===== config.mk =====
export PLATFORM = sky130hd
export DESIGN_NAME = counter_bank_max_tracker_top
export DESIGN_NICKNAME = d
export VERILOG_FILES = /design/src/hdl/cbmt_pkg.sv /design/src/hdl/cbmt_cell.sv /design/src/hdl/counter_bank_max_tracker_top.sv
export SDC_FILE = /design/constraint.sdc
export NUM_CORES = 2
export LEC_CHECK = 0
export BUFFER_PORTS_ARGS = -buffer_cell sky130_fd_sc_hd__buf_2
export CELL_PAD_IN_SITES_DETAIL_PLACEMENT = 0
export CELL_PAD_IN_SITES_GLOBAL_PLACEMENT = 2
export CORE_MARGIN = 5
export CORE_UTILIZATION = 42
export CTS_CLUSTER_SIZE = 10
export DETAILED_ROUTE_END_ITERATION = 10
export PLACE_DENSITY = 0.88
export REMOVE_ABC_BUFFERS = 1
export SYNTH_ARGS = -nofsm -noshare
export SYNTH_HDL_FRONTEND = slang
export SYNTH_HIERARCHICAL = 1
export SYNTH_SLANG_ARGS = --single-unit

===== constraint.sdc =====
create_clock -name clk -period 3.2 [get_ports clk]
set_input_delay 0.96 -clock clk [delete_from_list [all_inputs] [get_ports clk]]
set_output_delay 0.96 -clock clk [all_outputs]
set_load 0.05 [all_outputs]

===== src/hdl/cbmt_pkg.sv =====
// ----------------------------------------------------------------------------
// cbmt_pkg
// Shared types and constants for the counter bank with max tracking.
// ----------------------------------------------------------------------------
package cbmt_pkg;

	localparam int NUM_COUNTERS = 16;
	localparam int CNT_W        = 16;
	localparam int IDX_W        = 4;
	localparam int NUM_W        = 5;

	localparam logic signed [CNT_W-1:0] CNT_MAX = {1'b0, {(CNT_W-1){1'b1}}};
	localparam logic signed [CNT_W-1:0] CNT_MIN = {1'b1, {(CNT_W-1){1'b0}}};

	typedef enum logic [1:0] {
		OP_INC = 2'd0,
		OP_DEC = 2'd1,
		OP_CLR = 2'd2,
		OP_QRY = 2'd3
	} op_t;

	typedef struct packed {
		op_t              opcode;
		logic [IDX_W-1:0] counter_index;
	} in_word_t;

	typedef struct packed {
		logic signed [CNT_W-1:0] counter_value;
		logic signed [CNT_W-1:0] max_value;
		logic [NUM_W-1:0]        num_at_max;
	} out_word_t;

	// update strobe for one cell
	typedef struct packed {
		logic upd;
		op_t  op;
	} cell_ctrl_t;

	// running max / count passed cell to cell
	typedef struct packed {
		logic                    vld;
		logic                    first;
		logic signed [CNT_W-1:0] max;
		logic [NUM_W-1:0]        cnt;
	} sweep_t;

endpackage


===== src/hdl/cbmt_cell.sv =====
// ----------------------------------------------------------------------------
// cbmt_cell
// One counter with saturating update and one stage of the max/count sweep.
// ----------------------------------------------------------------------------
module cbmt_cell
	import cbmt_pkg::*;
(
	input  logic                    clk,
	input  logic                    arst_n,
	input  cell_ctrl_t              ctrl,
	input  sweep_t                  sweep_in,
	output logic signed [CNT_W-1:0] value,
	output sweep_t                  sweep_out
);

	logic signed [CNT_W-1:0] cnt_q;
	logic signed [CNT_W-1:0] cnt_nxt;
	sweep_t                  sweep_nxt;
	sweep_t                  sweep_q;

	always_comb begin
		cnt_nxt = cnt_q;
		case (ctrl.op)
			OP_INC: begin
				if (cnt_q != CNT_MAX) cnt_nxt = cnt_q + CNT_W'(1);
			end
			OP_DEC: begin
				if (cnt_q != CNT_MIN) cnt_nxt = cnt_q - CNT_W'(1);
			end
			OP_CLR: begin
				cnt_nxt = '0;
			end
			default: begin
				cnt_nxt = cnt_q;
			end
		endcase
	end

	always_comb begin
		sweep_nxt       = sweep_in;
		sweep_nxt.first = 1'b0;
		if (sweep_in.first || (cnt_q > sweep_in.max)) begin
			sweep_nxt.max = cnt_q;
			sweep_nxt.cnt = NUM_W'(1);
		end else if (cnt_q == sweep_in.max) begin
			// count saturates at the field's top
			if (sweep_in.cnt != {NUM_W{1'b1}}) sweep_nxt.cnt = sweep_in.cnt + NUM_W'(1);
		end
	end

	always_ff @(posedge clk or negedge arst_n) begin
		if (!arst_n) begin
			cnt_q   <= '0;
			sweep_q <= '0;
		end else begin
			if (ctrl.upd) cnt_q <= cnt_nxt;
			sweep_q <= sweep_nxt;
		end
	end

	assign value     = cnt_q;
	assign sweep_out = sweep_q;

endmodule


===== src/hdl/counter_bank_max_tracker_top.sv =====
// ----------------------------------------------------------------------------
// counter_bank_max_tracker_top
// Bank of saturating signed counters; each word updates or queries one
// counter and reports its value, the bank maximum and how many hold it.
// ----------------------------------------------------------------------------
//
//  channel | signals                     | payload
//  --------+-----------------------------+-------------------------------------
//  in      | in_valid / in_ready         | in_data  : opcode, counter_index
//  out     | out_valid / out_ready       | out_data : counter_value, max_value,
//          |                             |            num_at_max
//
// A word updates its counter at the accept edge; a sweep token then walks
// the row of cells, one cell per cycle, carrying the running max and count.
// The result passes start_q, the cell registers, res_q and the output
// register on its way to out_valid; the next word is taken once the sweep
// result has moved into the output register, so one word is in flight.
// While the output register is stalled, a finished sweep result waits in
// res_q and in_ready stays low until it moves on. Reset clears all counters.
//
module counter_bank_max_tracker_top
	import cbmt_pkg::*;
(
	input  logic      clk,
	input  logic      arst_n,
	input  logic      in_valid,
	output logic      in_ready,
	input  in_word_t  in_data,
	output logic      out_valid,
	input  logic      out_ready,
	output out_word_t out_data
);

	logic                    busy_q;     // word in flight, result not yet in output reg
	logic                    start_q;    // launches the sweep at cell 0
	logic [IDX_W-1:0]        idx_q;
	logic signed [CNT_W-1:0] named_q;
	logic                    res_vld_q;
	out_word_t               res_q;
	logic                    out_valid_q;
	out_word_t               out_q;

	logic                    in_acc;
	logic                    res_move;
	logic signed [CNT_W-1:0] named_sel;
	logic signed [CNT_W-1:0] cell_val [NUM_COUNTERS];
	sweep_t                  chain    [NUM_COUNTERS+1];
	cell_ctrl_t              ctrl     [NUM_COUNTERS];

	assign in_acc   = in_valid && in_ready;
	assign in_ready = !busy_q;
	// sweep result moves on when the output register is empty or being drained
	assign res_move = res_vld_q && (!out_valid_q || out_ready);

	// head of the chain: first cell seeds max/count with its own value
	always_comb begin
		chain[0]       = '0;
		chain[0].vld   = start_q;
		chain[0].first = 1'b1;
	end

	// row of cells; an index beyond the bank selects none
	for (genvar k = 0; k < NUM_COUNTERS; k++) begin : g_cell
		always_comb begin
			ctrl[k].upd = in_acc && (32'(in_data.counter_index) == k);
			ctrl[k].op  = in_data.opcode;
		end

		cbmt_cell u_cell (
			.clk       (clk),
			.arst_n    (arst_n),
			.ctrl      (ctrl[k]),
			.sweep_in  (chain[k]),
			.value     (cell_val[k]),
			.sweep_out (chain[k+1])
		);
	end

	// named counter readback, zero when out of the bank
	always_comb begin
		named_sel = '0;
		for (int k = 0; k < NUM_COUNTERS; k++) begin
			if (32'(idx_q) == k) named_sel = cell_val[k];
		end
	end

	always_ff @(posedge clk or negedge arst_n) begin
		if (!arst_n) begin
			busy_q      <= 1'b0;
			start_q     <= 1'b0;
			res_vld_q   <= 1'b0;
			out_valid_q <= 1'b0;
		end else begin
			start_q <= in_acc;
			if (in_acc) begin
				busy_q <= 1'b1;
			end else if (res_move) begin
				busy_q <= 1'b0;
			end
			if (chain[NUM_COUNTERS].vld) begin
				res_vld_q <= 1'b1;
			end else if (res_move) begin
				res_vld_q <= 1'b0;
			end
			if (res_move) begin
				out_valid_q <= 1'b1;
			end else if (out_ready) begin
				out_valid_q <= 1'b0;
			end
		end
	end

	// payload registers
	always_ff @(posedge clk) begin
		if (in_acc) idx_q <= in_data.counter_index;
		if (start_q) named_q <= named_sel;
		if (chain[NUM_COUNTERS].vld) begin
			res_q.counter_value <= named_q;
			res_q.max_value     <= chain[NUM_COUNTERS].max;
			res_q.num_at_max    <= chain[NUM_COUNTERS].cnt;
		end
		if (res_move) out_q <= res_q;
	end

	assign out_valid = out_valid_q;
	assign out_data  = out_q;

endmodule


==> flow_summary.json <==
{
  "dr_wl_met2_um": 82870,
  "grt_max_degree": 85,
  "clk_pin_slew_ps": 50,
  "dr_wl_met3_um": 10870,
  "routed.top_layer": "met5",
  "net-switching-power_mw": 6.219,
  "grt_overflow": 0,
  "ioPinCount": 49,
  "drv_cap": 0,
  "maxSlewViolCount": 0,
  "post_cts_buffers": 0,
  "wl_per_cell_um": 21.46,
  "rr_worst_depth": 7,
  "crit_required_ps": 3780,
  "rsz0062_at_grt": "no",
  "clk_latency_ps": 730,
  "hold_buffers": 0,
  "p_leak_nw": 31.08,
  "dieWidth_um": 371.0,
  "p_clk_share_pct": 44.4,
  "cp-end-kind": "register",
  "crit_chain": "buf_4 > buf_12 > buf_4 > nor2_1 > buf_4 > ha_1 > and3_1 > a211oi_2 > o21ai_1 > o211ai_1 > a21oi_1 > mux2_2 > a221o_1",
  "num_vias": 50390,
  "pre_cts_slack_ps": -867.4,
  "drive_gt1_share_pct": 21.11,
  "setup-violations-final": 0,
  "crit_end": "g_cell[7].u_cell/value[15]",
  "grt_pass1_wl_um": 283100,
  "rrSetupSlack_ps": 160,
  "syn_avg_cell_area_um2": 9.293,
  "skew_ps": 40.33,
  "fin_crit_ps": 3062,
  "slew_headroom_pct": 27.12,
  "cts_tree": "yes",
  "final_nets": 7233,
  "startpoint_type": "primary input",
  "cp_slowest_cell": "mux2_2",
  "syn_area_um2": 54720,
  "fin_area_um2": 66010,
  "crit_buf_inv": 4,
  "die_height_um": 371.0,
  "cts_buffer_depth": 3,
  "ctsHtreeMaxLevel": 3,
  "drt_wl_total_um": 182800,
  "start_util_pct": 42.26,
  "cpMostUsedCell": "buf_4",
  "crit_family": "compound AO/OA/AOI/OAI gates",
  "crit_fanout": 10,
  "place_congestion": 0.9435,
  "antenna_found_initial": 3,
  "grt_pass1_vias": 49150,
  "pwr-share-comb_pct": 13.8,
  "p_sw_share_pct": 27.63,
  "drt-pass1-iter-count": 8,
  "p_int_mw": 16.29,
  "min_path_type": "primary input to async pin",
  "r2r_end": "g_cell[7].u_cell/sweep_out[11]",
  "max_stage_delay_ps": 370,
  "drt_iter0_markers": 4758,
  "remaining_drc_errors": 0,
  "dpl_cell_area_um2": 63070,
  "track_usage_pct": 25.94,
  "portBuffers": 48,
  "timing.rr.start": "g_cell[7].u_cell/value[12]",
  "postLayoutCoreUtil_pct": 50.98,
  "numCtsBuffers": 89,
  "setup_slack_ps": 138.1,
  "worst_pin_slew_ps": 1091,
  "core_area_um2": 129500,
  "irDropWorstVdd_uv": 375.7,
  "power_density_nw_per_um2": 341.0,
  "max_freq_ghz": 0.3266,
  "hold_viol": 0,
  "cts.sinks": 706,
  "area_growth_pct": 20.64,
  "m1WireLength_um": 81680,
  "ant_nets": 0,
  "status": "finished, final reports clean",
  "crit_type": "primary input to register",
  "hpwl_um": 139900,
  "pwr-share-seq_pct": 41.8,
  "rows": 132,
  "crit_arrival_ps": 3640,
  "worst-path-stages": 13,
  "syn_inst": 5888,
  "synth-warning-count": 6,
  "period_share_pct": 95.69,
  "via_per_inst": 5.915,
  "die-area_um2": 137600,
  "critical_path.startpoint": "in_data[5]",
  "cts-root-buf": "clkbuf_16"
}
## flip-flops by register name, indices dropped and copies added (netlist names), 4 cells and up
register                 cells
idx_q                        4
out_data                    37
named_q                     16
res_q                       37
g_cell.u_cell/sweep_out    352
g_cell.u_cell/value        256
## per-stage QoR
stage	hold WS, ps	cells	setup TNS, ps	power [mW]
after floorplan	331.2	5636	-32960	11.25
after global placement	334.6	8360	-70270	12.56
after detailed placement	334.7	8360	-66420	12.59
after CTS	174.6	8515	0	22.69
after global routing	205.6	8517	0	23.41
final	201.3	8518	0	22.51
## routing by layer
layer	GRT usage, %	vias to the layer above
met5	0	-
met4	10.17	2
met3	3.371	365
met2	41.69	1615
met1	35.60	24480
li1	-	23920
## layout make-up
type	instances	area, um^2
clock buffer	133	2472
inverter	330	1239
clock inverter	22	411.6
tap	1742	2180
sequential	706	18140
fill	12090	63470
antenna	1	2.502
multi-input combinational	4602	34020
timing repair buffer	982	7555
## power groups by stage
stage	sequential, mW	clock, mW	combinational [mW]
after global placement	9.56	0	2.99
after floorplan	9.51	0	1.74
final	9.41	9.99	3.11
after detailed placement	9.57	0	3.02
after global routing	9.42	10.6	3.40
after CTS	9.41	10.2	3.04
## timing repair
| action | in CTS | in global routing |
|---|---|---|
| gates cloned | 0 | 2 |
| resized for setup | 2 | 7 |
| pin swaps | 0 | 2 |
| endpoints found under the setup margin | 7 | 45 |
## placed cells by master, fill, tap and decap left out, types with 77 or more instances in the layout
cell type / instances
a21o_1: 108
a21oi_1: 296
a22o_1: 242
a31oi_1: 160
buf_4: 913
clkbuf_16: 89
dfrtp_1: 611
edfxtp_1: 94
ha_1: 496
inv_1: 328
mux2i_1: 92
nand2_1: 394
nand3_1: 479
nand4_1: 138
nor2_1: 349
nor3_1: 108
nor4_1: 77
o211ai_1: 88
o21ai_0: 144
o31ai_1: 91
xnor2_1: 107
xor2_1: 102
## worst min-delay path by stage
| stage | from | end | slack [ps] | cells after the start |
|---|---|---|---|---|
| finish | arst_n | g_cell[10].u_cell/value[12] | 200 | 1 |
| CTS | arst_n | g_cell[10].u_cell/value[12] | 170 | 1 |
| floorplan | g_cell[9].u_cell/sweep_out[22] | g_cell[10].u_cell/sweep_out[22] | 330 | 0 |
| global route | arst_n | g_cell[10].u_cell/value[12] | 210 | 1 |
| detailed placement | g_cell[3].u_cell/sweep_out[22] | g_cell[4].u_cell/sweep_out[22] | 330 | 0 |
| global placement | g_cell[13].u_cell/sweep_out[22] | g_cell[14].u_cell/sweep_out[22] | 330 | 0 |
Power figures use the tool's default switching activity.
